$ cat src/hdl/crm_pkg.sv
package crm_pkg;

    // table geometry
    localparam int NCPU   = 64;
    localparam int IDX_W  = (NCPU > 1) ? $clog2(NCPU) : 1;
    localparam int ENT_W  = 6;
    localparam int MASK_W = 64;
    localparam int CNT_W  = $clog2(MASK_W);
    localparam int CPU_W  = 7;
    localparam int SCPU_W = 8;

    localparam logic [CPU_W-1:0] NCPU_V   = CPU_W'(NCPU);
    localparam logic [CNT_W-1:0] CNT_LAST = CNT_W'(MASK_W - 1);

    // word kinds on the input channel
    typedef enum logic [1:0] {
        KIND_LOAD = 2'd0,
        KIND_FWD  = 2'd1,
        KIND_REV  = 2'd2,
        KIND_ONE  = 2'd3
    } kind_t;

    typedef enum logic [2:0] {
        ST_IDLE,
        ST_SCAN,
        ST_DRAIN,
        ST_LOOK,
        ST_HOLD
    } state_t;

    // one table port: write and registered read
    typedef struct packed {
        logic             wr_en;
        logic [IDX_W-1:0] wr_addr;
        logic [ENT_W-1:0] wr_data;
        logic             rd_en;
        logic [IDX_W-1:0] rd_addr;
    } tbl_req_t;

endpackage

$ cat src/hdl/cpu_set_remap_engine_unit.sv
// Load words go to ST_HOLD at accept, single-cpu words via ST_LOOK; ST_HOLD moves the result
// to the output register once it is free. Mask remap words: one mask bit per cycle through
// the table read port in ST_SCAN, then ST_DRAIN and ST_HOLD; a new word is taken only in ST_IDLE.
// Output register lets the next word start while a result waits to be taken.
// Reset (aresetn low, synchronous) returns both tables to identity at once.
module cpu_set_remap_engine_unit (
    input  logic        aclk,
    input  logic        aresetn,
    input  logic        s_tvalid,
    output logic        s_tready,
    input  logic [87:0] s_tdata,   // from_cpu[6:0], to_cpu[13:7], mask_in[77:14],
                                   // single_cpu[85:78], zero pad
    input  logic [1:0]  s_tuser,   // kind[1:0]
    output logic        m_tvalid,
    input  logic        m_tready,
    output logic [79:0] m_tdata    // mask_out[63:0], cpu_out[71:64], load_error[72],
                                   // zero pad
);

    crm_pkg::kind_t                  in_kind;
    logic [crm_pkg::CPU_W-1:0]       in_from;
    logic [crm_pkg::CPU_W-1:0]       in_to;
    logic [crm_pkg::MASK_W-1:0]      in_mask;
    logic [crm_pkg::SCPU_W-1:0]      in_single;

    crm_pkg::state_t                 state_reg, state_next;
    crm_pkg::kind_t                  kind_reg;
    logic [crm_pkg::MASK_W-1:0]      mask_sr_reg;
    logic [crm_pkg::CNT_W-1:0]       cnt_reg;
    logic [crm_pkg::SCPU_W-1:0]      raw_reg;
    logic                            in_range_reg;
    logic                            pend_reg, pend_next;
    logic                            pass_reg;
    logic [crm_pkg::CNT_W-1:0]       pidx_reg;
    logic [crm_pkg::MASK_W-1:0]      res_mask_reg;
    logic [crm_pkg::SCPU_W-1:0]      res_cpu_reg;
    logic                            res_err_reg;
    logic                            m_valid_reg, m_valid_next;
    logic [crm_pkg::MASK_W-1:0]      m_mask_reg;
    logic [crm_pkg::SCPU_W-1:0]      m_cpu_reg;
    logic                            m_err_reg;

    logic                            accept;
    logic                            scan_en;
    logic                            look_en;
    logic                            out_free;
    logic                            out_load;
    logic                            load_ok;
    logic                            single_ok;
    logic                            scan_in_range;
    logic [crm_pkg::ENT_W-1:0]       fwd_data;
    logic [crm_pkg::ENT_W-1:0]       rev_data;
    logic [crm_pkg::ENT_W-1:0]       tab_val;
    logic [crm_pkg::CNT_W-1:0]       bit_pos;
    logic [crm_pkg::MASK_W-1:0]      bit_dec;
    crm_pkg::tbl_req_t               fwd_req;
    crm_pkg::tbl_req_t               rev_req;

    // input word fields
    assign in_kind   = crm_pkg::kind_t'(s_tuser);
    assign in_from   = s_tdata[6:0];
    assign in_to     = s_tdata[13:7];
    assign in_mask   = s_tdata[77:14];
    assign in_single = s_tdata[85:78];

    assign accept    = s_tvalid && s_tready;
    assign out_free  = !m_valid_reg || m_tready;

    assign load_ok   = (in_from < crm_pkg::NCPU_V) && (in_to < crm_pkg::NCPU_V);
    assign single_ok = !in_single[crm_pkg::SCPU_W-1]
                       && (in_single[crm_pkg::CPU_W-1:0] < crm_pkg::NCPU_V);
    assign scan_in_range = crm_pkg::CPU_W'(cnt_reg) < crm_pkg::NCPU_V;

    // next state
    always_comb begin
        state_next = state_reg;
        unique case (state_reg)
            crm_pkg::ST_IDLE: begin
                if (accept) begin
                    unique case (in_kind)
                        crm_pkg::KIND_LOAD: state_next = crm_pkg::ST_HOLD;
                        crm_pkg::KIND_FWD,
                        crm_pkg::KIND_REV:  state_next = crm_pkg::ST_SCAN;
                        crm_pkg::KIND_ONE:  state_next = crm_pkg::ST_LOOK;
                        default:            state_next = crm_pkg::ST_IDLE;
                    endcase
                end
            end
            crm_pkg::ST_SCAN: begin
                if (cnt_reg == crm_pkg::CNT_LAST) begin
                    state_next = crm_pkg::ST_DRAIN;
                end
            end
            crm_pkg::ST_DRAIN: state_next = crm_pkg::ST_HOLD;
            crm_pkg::ST_LOOK:  state_next = crm_pkg::ST_HOLD;
            crm_pkg::ST_HOLD: begin
                if (out_free) begin
                    state_next = crm_pkg::ST_IDLE;
                end
            end
            default: state_next = crm_pkg::ST_IDLE;
        endcase
    end

    // state decodes
    always_comb begin
        s_tready = 1'b0;
        scan_en  = 1'b0;
        look_en  = 1'b0;
        out_load = 1'b0;
        unique case (state_reg)
            crm_pkg::ST_IDLE:  s_tready = 1'b1;
            crm_pkg::ST_SCAN:  scan_en  = 1'b1;
            crm_pkg::ST_DRAIN: ;
            crm_pkg::ST_LOOK:  look_en  = 1'b1;
            crm_pkg::ST_HOLD:  out_load = out_free;
            default: ;
        endcase
    end

    // table ports: loads write at accept, scans and lookups read
    always_comb begin
        fwd_req.wr_en   = accept && (in_kind == crm_pkg::KIND_LOAD) && load_ok;
        fwd_req.wr_addr = in_from[crm_pkg::IDX_W-1:0];
        fwd_req.wr_data = in_to[crm_pkg::ENT_W-1:0];
        fwd_req.rd_en   = scan_en && (kind_reg == crm_pkg::KIND_FWD);
        fwd_req.rd_addr = cnt_reg[crm_pkg::IDX_W-1:0];

        rev_req.wr_en   = fwd_req.wr_en;
        rev_req.wr_addr = in_to[crm_pkg::IDX_W-1:0];
        rev_req.wr_data = in_from[crm_pkg::ENT_W-1:0];
        rev_req.rd_en   = (scan_en && (kind_reg == crm_pkg::KIND_REV))
                          || (accept && (in_kind == crm_pkg::KIND_ONE));
        rev_req.rd_addr = scan_en ? cnt_reg[crm_pkg::IDX_W-1:0]
                                  : in_single[crm_pkg::IDX_W-1:0];
    end

    crm_table u_fwd (
        .aclk    (aclk),
        .aresetn (aresetn),
        .req     (fwd_req),
        .rd_data (fwd_data)
    );

    crm_table u_rev (
        .aclk    (aclk),
        .aresetn (aresetn),
        .req     (rev_req),
        .rd_data (rev_data)
    );

    // scatter stage: one mapped bit per cycle
    assign tab_val   = (kind_reg == crm_pkg::KIND_REV) ? rev_data : fwd_data;
    assign bit_pos   = pass_reg ? pidx_reg : tab_val;
    assign bit_dec   = crm_pkg::MASK_W'(1) << bit_pos;
    assign pend_next = scan_en && mask_sr_reg[0];

    // control registers
    always_ff @(posedge aclk) begin
        if (!aresetn) begin
            state_reg   <= crm_pkg::ST_IDLE;
            pend_reg    <= 1'b0;
            m_valid_reg <= 1'b0;
        end else begin
            state_reg   <= state_next;
            pend_reg    <= pend_next;
            m_valid_reg <= m_valid_next;
        end
    end

    always_comb begin
        m_valid_next = m_valid_reg;
        if (out_load) begin
            m_valid_next = 1'b1;
        end else if (m_tready) begin
            m_valid_next = 1'b0;
        end
    end

    // datapath registers
    always_ff @(posedge aclk) begin
        if (accept) begin
            kind_reg     <= in_kind;
            mask_sr_reg  <= in_mask;
            cnt_reg      <= '0;
            raw_reg      <= in_single;
            in_range_reg <= single_ok;
            res_mask_reg <= '0;
            res_cpu_reg  <= '0;
            res_err_reg  <= (in_kind == crm_pkg::KIND_LOAD) && !load_ok;
        end else begin
            if (scan_en) begin
                mask_sr_reg <= mask_sr_reg >> 1;
                cnt_reg     <= cnt_reg + 1'b1;
            end
            if (pend_reg) begin
                res_mask_reg <= res_mask_reg | bit_dec;
            end
            if (look_en) begin
                res_cpu_reg <= in_range_reg ? crm_pkg::SCPU_W'(rev_data) : raw_reg;
            end
        end
        // bit index travels alongside the table read
        pass_reg <= !scan_in_range;
        pidx_reg <= cnt_reg;
    end

    // output register
    always_ff @(posedge aclk) begin
        if (out_load) begin
            m_mask_reg <= res_mask_reg;
            m_cpu_reg  <= res_cpu_reg;
            m_err_reg  <= res_err_reg;
        end
    end

    assign m_tvalid = m_valid_reg;
    assign m_tdata  = {7'b0, m_err_reg, m_cpu_reg, m_mask_reg};

endmodule

$ cat src/hdl/crm_table.sv
module crm_table (
    input  logic                        aclk,
    input  logic                        aresetn,
    input  crm_pkg::tbl_req_t           req,
    output logic [crm_pkg::ENT_W-1:0]   rd_data
);

    logic [crm_pkg::ENT_W-1:0] tbl_mem [crm_pkg::NCPU];
    logic [crm_pkg::NCPU-1:0]  vld_reg;
    logic [crm_pkg::NCPU-1:0]  vld_next;
    logic [crm_pkg::ENT_W-1:0] q_reg;
    logic                      q_vld_reg;
    logic [crm_pkg::IDX_W-1:0] q_addr_reg;

    // entry becomes valid on its first write
    always_comb begin
        vld_next = vld_reg;
        if (req.wr_en) begin
            vld_next[req.wr_addr] = 1'b1;
        end
    end

    always_ff @(posedge aclk) begin
        if (!aresetn) begin
            vld_reg <= '0;
        end else begin
            vld_reg <= vld_next;
        end
    end

    // memory write and registered read
    always_ff @(posedge aclk) begin
        if (req.wr_en) begin
            tbl_mem[req.wr_addr] <= req.wr_data;
        end
        if (req.rd_en) begin
            q_reg      <= tbl_mem[req.rd_addr];
            q_vld_reg  <= vld_reg[req.rd_addr];
            q_addr_reg <= req.rd_addr;
        end
    end

    // unwritten entries read as identity
    assign rd_data = q_vld_reg ? q_reg : crm_pkg::ENT_W'(q_addr_reg);

endmodule
$ cat config.mk
export PLATFORM = sky130hd
export DESIGN_NAME = cpu_set_remap_engine_unit
export DESIGN_NICKNAME = d
export VERILOG_FILES = /design/src/hdl/crm_pkg.sv /design/src/hdl/cpu_set_remap_engine_unit.sv /design/src/hdl/crm_table.sv
export SDC_FILE = /design/constraint.sdc
export NUM_CORES = 1
export LEC_CHECK = 0
export BUFFER_PORTS_ARGS = -buffer_cell sky130_fd_sc_hd__buf_2
export CAP_MARGIN = 20
export CELL_PAD_IN_SITES_DETAIL_PLACEMENT = 2
export CELL_PAD_IN_SITES_GLOBAL_PLACEMENT = 2
export CORE_UTILIZATION = 35
export CTS_BUF_LIST = sky130_fd_sc_hd__clkbuf_4
export CTS_CLUSTER_SIZE = 14
export DETAILED_ROUTE_END_ITERATION = 16
export PLACE_DENSITY = 0.65
export SLEW_MARGIN = 20
export SYNTH_ARGS = -nofsm -noshare
export SYNTH_HDL_FRONTEND = slang
export SYNTH_SLANG_ARGS = --single-unit
export TNS_END_PERCENT = 30
$ cat constraint.sdc
create_clock -name aclk -period 6.8 [get_ports aclk]
set_input_delay 0.68 -clock aclk [delete_from_list [all_inputs] [get_ports aclk]]
set_output_delay 0.68 -clock aclk [all_outputs]
set_load 0.01 [all_outputs]
==> results.cfg, run 1 <==
[status]
status = finished clean

[setup_path]
r2r_start = state_reg[0]$_SDFFE_PN0P_
crit_family = simple AND/OR/NAND/NOR gates
r2r_end = u_rev.q_reg[3]$_DFFE_PP_
path_cells = or3b_1 -> buf_4 -> mux2i_4 -> inv_2 -> buf_4 -> nor2_1 -> a32oi_1 -> nand4_1 -> or3_1 -> nor4_2
r2r_slack_ns = 2.50
crit_top_cell = buf_4
slowest_stage = inv_2
startpoint_type = flop
worst-path-buf-inv = 3
cp.required_ns = 7.73
r2r_cells = 10
arrival_ns = 5.22
critPathMaxStageDelay_ns = 0.55
cp_max_fo = 30
critPathKind = reg2reg
worst_setup_path_end_kind = flop

[worst_hold_path]
min_path_type = in2reg
worstHoldStart = s_tdata[10]
whs_path_depth = 2
holdPathEnd = u_fwd.tbl_mem[20][3]$_DFFE_PP_

[sta]
setup_violations = 0
timing.final.crit_share = 0.632
finalHoldViolations = 0
drv_slew = 0
worst_slew_pin_slew_ns = 1.11
slew_headroom = 0.263
setup-tns-final_ns = 0
rsz0062_at_grt = false
max_freq_mhz = 233
fin_skew_ns = 0.0941
whs_ns = 0.144
post-route-min-period_ns = 4.30

[floorplanning]
die_h_um = 359
rows = 130
start_util = 0.354
coreArea_sq_um = 126000
die_w_um = 359
die-area_sq_um = 129000
ios = 176

[synth]
synth-edff-count = 943
synthTopCellsByArea = edfxtp_1 (64%), dfxtp_1 (9.5%), mux4_2 (6.8%)
yosysWarnings = 0
synth_top_area_frac = 0.635
avgSynthCellArea_sq_um = 15.3
synth_seq_cells = 1154
synth_cells = 2920
synth_top_area_cell = edfxtp_1
synthArstFlopShare = 0
ys_types = 55
ys_seq_area_frac = 0.730
synth_area_sq_um = 44600
synthFlopType = edfxtp_1

[clock_tree]
cts_tree = yes
path_clk_slew_ns = 0.08
htree_num_levels = 5
clockBufferDepth = 4
cts-root-buf = clkbuf_4
insertion_delay_ns = 1.24
cts_sinks = 1154
numCtsBuffers = 325

[layout]
layout-drive-gt1-share = 0.263
area_delta_synth_final_pct = 16.8
finalNonFillerCells = 5271
nets = 3468
top_regs = u_fwd.tbl_mem (384), u_rev.tbl_mem (384)

[pwr]
peakVddDrop_v = 0.000232
power_per_cell_area_nw_per_um2 = 346
leakagePower_uw = 0.0177

[grt]
antenna_found_initial = 11
grtUsageTotal = 0.208
grt_max_degree = 182
grt_pass1_vias = 30655
grt_overflow = 0
grt_pass1_wl_um = 200000

[route]
ant_nets = 0
vias = 27639
first_pass_iters = 5
via_per_inst = 5.24
remaining_drc_errors = 0
wl_per_cell_um = 25.4
initialDrtViolationCount = 1758
wirelength_um = 134000

[placement]
portBuffers = 166
placed_cells = 4610
dp_hpwl_um = 80400
routabilityCongestion = 0.789

[job]
drv_cap = 0
[cells by family (layout without fill, tap and decap cells)]
group                    count (synthesis)  count (layout)  share of synthesized area
adder cells (fa/ha/maj)                  1               1                   0.000281
flip-flops                            1154            1154                      0.730
other                                    1              15                  0.0000841
AND/OR/NAND/NOR                        955             955                     0.0942
XOR/XNOR                                 4               4                   0.000786
buffers and inverters                  171             858                     0.0179
multiplexers                           283             283                      0.104
AO/OA/AOI/OAI                          351             351                     0.0528
[cell usage in the layout, fill, tap and decap left out, types with 4 or more instances in the layout]
cell / n
clkinv_2: 4
a31oi_1: 12
nor3_1: 12
clkbuf_4: 510
inv_1: 4
nor4b_1: 4
buf_4: 31
a32oi_1: 41
and3_1: 10
dfxtp_1: 207
nor4bb_1: 11
nor3b_1: 4
nor4_1: 14
mux2_2: 73
buf_2: 165
nor2_1: 275
a21boi_0: 12
nand3b_1: 6
mux2i_1: 73
edfxtp_1: 943
dlygate4sd3_1: 86
or3_1: 6
o21ai_0: 6
diode_2: 8
inv_2: 4
mux4_2: 135
clkinv_1: 46
nand2_1: 397
conb_1: 7
nor2b_1: 20
o21a_1: 131
a211oi_1: 15
nand4_1: 28
nand2b_1: 4
nand4b_1: 5
a21oi_1: 124
nand3_1: 144
[layer usage]
metal  share of wire  track usage  routed length, um  up-vias
met5         0.00017            0                 23        -
met4           0.034       0.0896               4520        4
met3           0.041       0.0380               5530      297
met2            0.51        0.357              68000      735
met1            0.42        0.256              55600    14413
li1                -            -                  -    12190
[how the worst max path moves through the flow]
stage,start,to,cells past startpoint
finish,state_reg[0]$_SDFFE_PN0P_,u_rev.q_reg[3]$_DFFE_PP_,10
global route,state_reg[0]$_SDFFE_PN0P_,u_rev.q_reg[3]$_DFFE_PP_,10
CTS,state_reg[0]$_SDFFE_PN0P_,u_rev.q_reg[3]$_DFFE_PP_,10
detailed placement,cnt_reg[1]$_SDFFE_PP0P_,u_rev.q_reg[4]$_DFFE_PP_,9
global placement,cnt_reg[1]$_SDFFE_PP0P_,u_rev.q_reg[3]$_DFFE_PP_,9
floorplan,m_tready,m_cpu_reg[0]$_DFFE_PP_,2
[metrics by stage]
stage | worst slack [ns] | instance area (sq um) | total power, uW | utilization
floorplan | 0.484 | 44600 | 10600 | -
global placement | 2.48 | 47000 | 11500 | 0.373
detailed placement | 2.44 | 47100 | 11600 | 0.373
CTS | 2.44 | 52000 | 18200 | 0.413
global route | 2.27 | 52100 | 18800 | 0.413
finish | 2.50 | 52100 | 18000 | 0.413
[Yosys cell counts, types with 3 or more instances]
cell	n
nor4b_1	4
edfxtp_1	943
inv_1	4
nand4_1	28
a32oi_1	41
buf_2	47
nand2b_1	4
clkbuf_1	90
nor2b_1	20
buf_6	6
dfxtp_1	211
buf_1	10
nand2_1	397
nor2_1	275
nand3b_1	6
inv_2	3
mux2i_1	73
o21ai_0	7
and2_1	4
o21a_1	131
buf_4	10
or3_1	6
and3_1	10
nor4_1	14
a21boi_0	12
a21oi_1	124
nand4b_1	5
mux4_2	135
a31oi_1	12
a211oi_1	15
nand3_1	144
nor3b_1	5
nor3_1	13
nor4bb_1	11
mux2_2	73
[layout make-up]
| class | instances | area [sq um] |
|---|---|---|
| timing repair buffer | 284 | 1960 |
| fill | 12352 | 74000 |
| multi-input combinational | 1601 | 11300 |
| clock inverter | 57 | 307 |
| inverter | 7 | 33.8 |
| antenna | 8 | 20.0 |
| clock buffer | 510 | 3830 |
| sequential | 1154 | 32600 |
| tap | 1650 | 2060 |
[report_power, final]
group | internal, uW | total (uW) | switching (uW)
clock | 3500 | 6510 | 3010
sequential | 8230 | 8510 | 278
combinational | 1130 | 3030 | 1890
[what timing repair did]
| action | 4_1_cts | 5_1_grt |
|---|---|---|
| resized for setup | 0 | 0 |
| buffers inserted | 0 | 0 |
| endpoints found under the hold margin | 151 | 0 |
| hold buffers | 86 | 0 |
No activity file was read; power rests on OpenSTA's default activity.
==> inputs of run 2 (changes only) <==
--- a/config.mk
+++ b/config.mk
@@ -5,6 +5,7 @@
 export SDC_FILE = /design/constraint.sdc
 export NUM_CORES = 1
 export LEC_CHECK = 0
+export ABC_AREA = 1
 export BUFFER_PORTS_ARGS = -buffer_cell sky130_fd_sc_hd__buf_2
 export CAP_MARGIN = 20
 export CELL_PAD_IN_SITES_DETAIL_PLACEMENT = 2
@@ -13,7 +14,7 @@
 export CTS_BUF_LIST = sky130_fd_sc_hd__clkbuf_4
 export CTS_CLUSTER_SIZE = 14
 export DETAILED_ROUTE_END_ITERATION = 16
-export PLACE_DENSITY = 0.65
+export PLACE_DENSITY = 0.7
 export SLEW_MARGIN = 20
 export SYNTH_ARGS = -nofsm -noshare
 export SYNTH_HDL_FRONTEND = slang
==> constraint.sdc (replaced) <==
create_clock -name aclk -period 4.25 [get_ports aclk]
set_input_delay 0.425 -clock aclk [delete_from_list [all_inputs] [get_ports aclk]]
set_output_delay 0.425 -clock aclk [all_outputs]
set_load 0.01 [all_outputs]
==> run 2 against run 1 <==
First-iteration DRC count rose by 12%. Cell area is 7.0% higher. Clock skew is 0.058 ns higher. Cell count up 33%. Via count up 29%. Setup slack worse by 1.6 ns. Non-clock buffer count is 124 higher. Highest routed layer unchanged. Sequential cell count unchanged. Power grew 80%. Core utilization rose by 0.50 points. Critical path depth up 3.
==> results.cfg, run 2 <==
[synth]
synth_most_common_cell = edfxtp_1
synthFlopType = edfxtp_1
synthTopCellsByArea = edfxtp_1 (60%), dfxtp_1 (9.0%), nand2_1 (6.4%)
ys_types = 32
synthXorXnorAreaFrac = 0
synth_mux_area_frac = 0.00200
synth_cells = 4494
synth_compound_area_frac = 0.0569
synth_seq_cells = 1154
ys_top_cells_by_count = edfxtp_1 (943), nand2_1 (802), nor2_1 (707)
synth-simple-area-share = 0.182
synth_area_sq_um = 46900
synth_top_area_cell = edfxtp_1
synth_top_area_frac = 0.603
avgSynthCellArea_sq_um = 10.4
synthArstFlopShare = 0
synth_top_family_by_area = simple AND/OR/NAND/NOR gates
synth-edff-count = 943
yosysWarnings = 0
ys_seq_area_frac = 0.693
synth-adder-area-share = 0.000267

[setup_path]
startpoint = state_reg[2]$_SDFFE_PN0P_
crit_end = u_rev.q_reg[2]$_DFFE_PP_
worst_setup_path_end_kind = flop
critPathKind = reg2reg
crit_top_cell = nand3_1
startpoint_type = flop
cp.required_ns = 5.17
r2r_end = u_rev.q_reg[2]$_DFFE_PP_
slowest_stage = nand2_2
cp_max_fo = 44
arrival_ns = 4.25
critPathMaxStageDelay_ns = 0.53
r2r_cells = 13
r2r_start = state_reg[2]$_SDFFE_PN0P_
path_cells = nor2_4 -> nand2_2 -> nand2_2 -> nand2_4 -> buf_12 -> buf_4 -> nand2_1 -> nand3_1 -> nand3_1 -> nand3_1 -> nand3_1 -> nand3_1 -> nand2_1
r2r_slack_ns = 0.93

[layout]
layout-drive-gt1-share = 0.154
top_regs = u_fwd.tbl_mem (384), u_rev.tbl_mem (384)
fillCellCount = 14192
multiInputGateArea_sq_um = 11400
register_area_sq_um = 32600
area_delta_synth_final_pct = 18.7
final_common_cell = edfxtp_1
nets = 5097
final_cell_mix = edfxtp_1 (943), nand2_1 (801), nor2_1 (702), inv_1 (527), nand3_1 (526)

[pwr]
power.switching_uw = 11400
peakVddDrop_v = 0.000317
switching_share = 0.351
power_per_cell_area_nw_per_um2 = 584
leakagePower_uw = 0.0216
combPwrFrac = 0.251
seqPwrFrac = 0.416
p_int_uw = 21100
clkPwrFrac = 0.332

[floorplanning]
die_h_um = 368
die-area_sq_um = 136000
die_w_um = 368
ios = 176
coreArea_sq_um = 133000
start_util = 0.352
rows = 134

[sta]
slew_headroom = 0.271
setup-tns-final_ns = 0
setup_ws_ns = 0.929
post-route-min-period_ns = 3.32
worst_slew_pin_slew_ns = 1.09
finalHoldViolations = 0
max_freq_mhz = 301
drv_slew = 0
rsz0062_at_grt = false
timing.final.crit_share = 0.781
fin_skew_ns = 0.152
setup_violations = 0

[route]
via_per_inst = 5.09
initialDrtViolationCount = 1973
wirelength_um = 166000
ant_nets = 0
first_pass_iters = 5
wl_per_cell_um = 23.6
remaining_drc_errors = 0
vias = 35787

[grt]
grt_pass1_wl_um = 248000
antenna_found_initial = 12
grt_overflow = 0
grt_max_degree = 182
grtUsageTotal = 0.244
grt_pass1_vias = 39660

[placement]
portBuffers = 166
place_ws_ns = 0.886
dp_hpwl_um = 94200
routabilityCongestion = 0.791

[clock_tree]
path_clk_slew_ns = 0.06
cts_sinks = 1154
numCtsBuffers = 331
cts-root-buf = clkbuf_4
insertion_delay_ns = 1.29
clockBufferDepth = 4
cts_tree = yes
htree_num_levels = 5

[job]
drv_cap = 0

[status]
status = finished clean

[worst_hold_path]
min_path_type = in2reg
[run 2: worst min path at each step]
stage	start	to	slack, ns	cells after the start
global route	s_tdata[0]	u_rev.tbl_mem[27][0]$_DFFE_PP_	0.08	2
CTS	s_tdata[2]	u_rev.tbl_mem[30][2]$_DFFE_PP_	0.02	2
global placement	res_err_reg$_DFFE_PP_	m_err_reg$_DFFE_PP_	0.41	0
detailed placement	res_err_reg$_DFFE_PP_	m_err_reg$_DFFE_PP_	0.41	0
finish	s_tdata[0]	u_rev.tbl_mem[27][0]$_DFFE_PP_	0.20	2
floorplan	res_err_reg$_DFFE_PP_	m_err_reg$_DFFE_PP_	0.40	0
[run 2: cell type report]
| class | count | share of cell area |
|---|---|---|
| inverters | 539 | 0.0365 |
| repair buffers | 408 | 0.0584 |
| clock inverters | 63 | 0.00624 |
| flip-flops and latches | 1154 | 0.584 |
| diodes | 7 | 0.000314 |
| clock buffers | 519 | 0.0699 |
| multi-input cells | 2568 | 0.205 |
| well taps | 1768 | 0.0397 |
[run 2: kinds of logic (layout without fill, tap and decap cells)]
family,count (synthesis),in the layout
simple gates,2075,2075
fa+ha+maj,1,1
mux,9,9
other cells,1,14
buf+inv,778,1529
flops,1154,1154
compound gates,476,476
[run 2: stage by stage]
stage,utilization,hold slack [ns],power [uW],cells,area [sq um]
after global routing,0.418,0.0773,34100,7023,55700
after detailed placement,0.373,0.410,21500,6268,49800
after floorplan,-,0.400,18300,4500,47000
final,0.418,0.201,32500,7026,55700
after global placement,0.373,0.410,21200,6268,49800
after CTS,0.418,0.0231,32300,7018,55700
[run 2: power by group through the flow]
stage / Clock (uW) / Combinational, uW / Sequential, uW
final: 10800 / 8180 / 13500
after global routing: 11700 / 8900 / 13600
after detailed placement: 0 / 7830 / 13600
after global placement: 0 / 7620 / 13600
after floorplan: 0 / 4630 / 13700
after CTS: 10900 / 8020 / 13400
[run 2: what timing repair did]
| action | in CTS | in global routing |
|---|---|---|
| hold buffers | 168 | 0 |
| setup buffers | 0 | 0 |
| endpoints found under the hold margin | 1053 | 0 |
| resized for setup | 0 | 0 |
[run 2: critical path, delay by kind of cell, from the launching register on]
kind,cells,cell delay (ns)
flip-flops,1,0.43
AND/OR/NAND/NOR,11,2.01
buffers and inverters,2,0.51
[run 2: routing by layer]
metal | track usage | up-vias | share of wire
met2 | 0.426 | 966 | 0.51
met1 | 0.291 | 18217 | 0.41
met5 | 0 | - | 0.00025
li1 | - | 16257 | -
met3 | 0.0464 | 341 | 0.044
met4 | 0.105 | 6 | 0.037
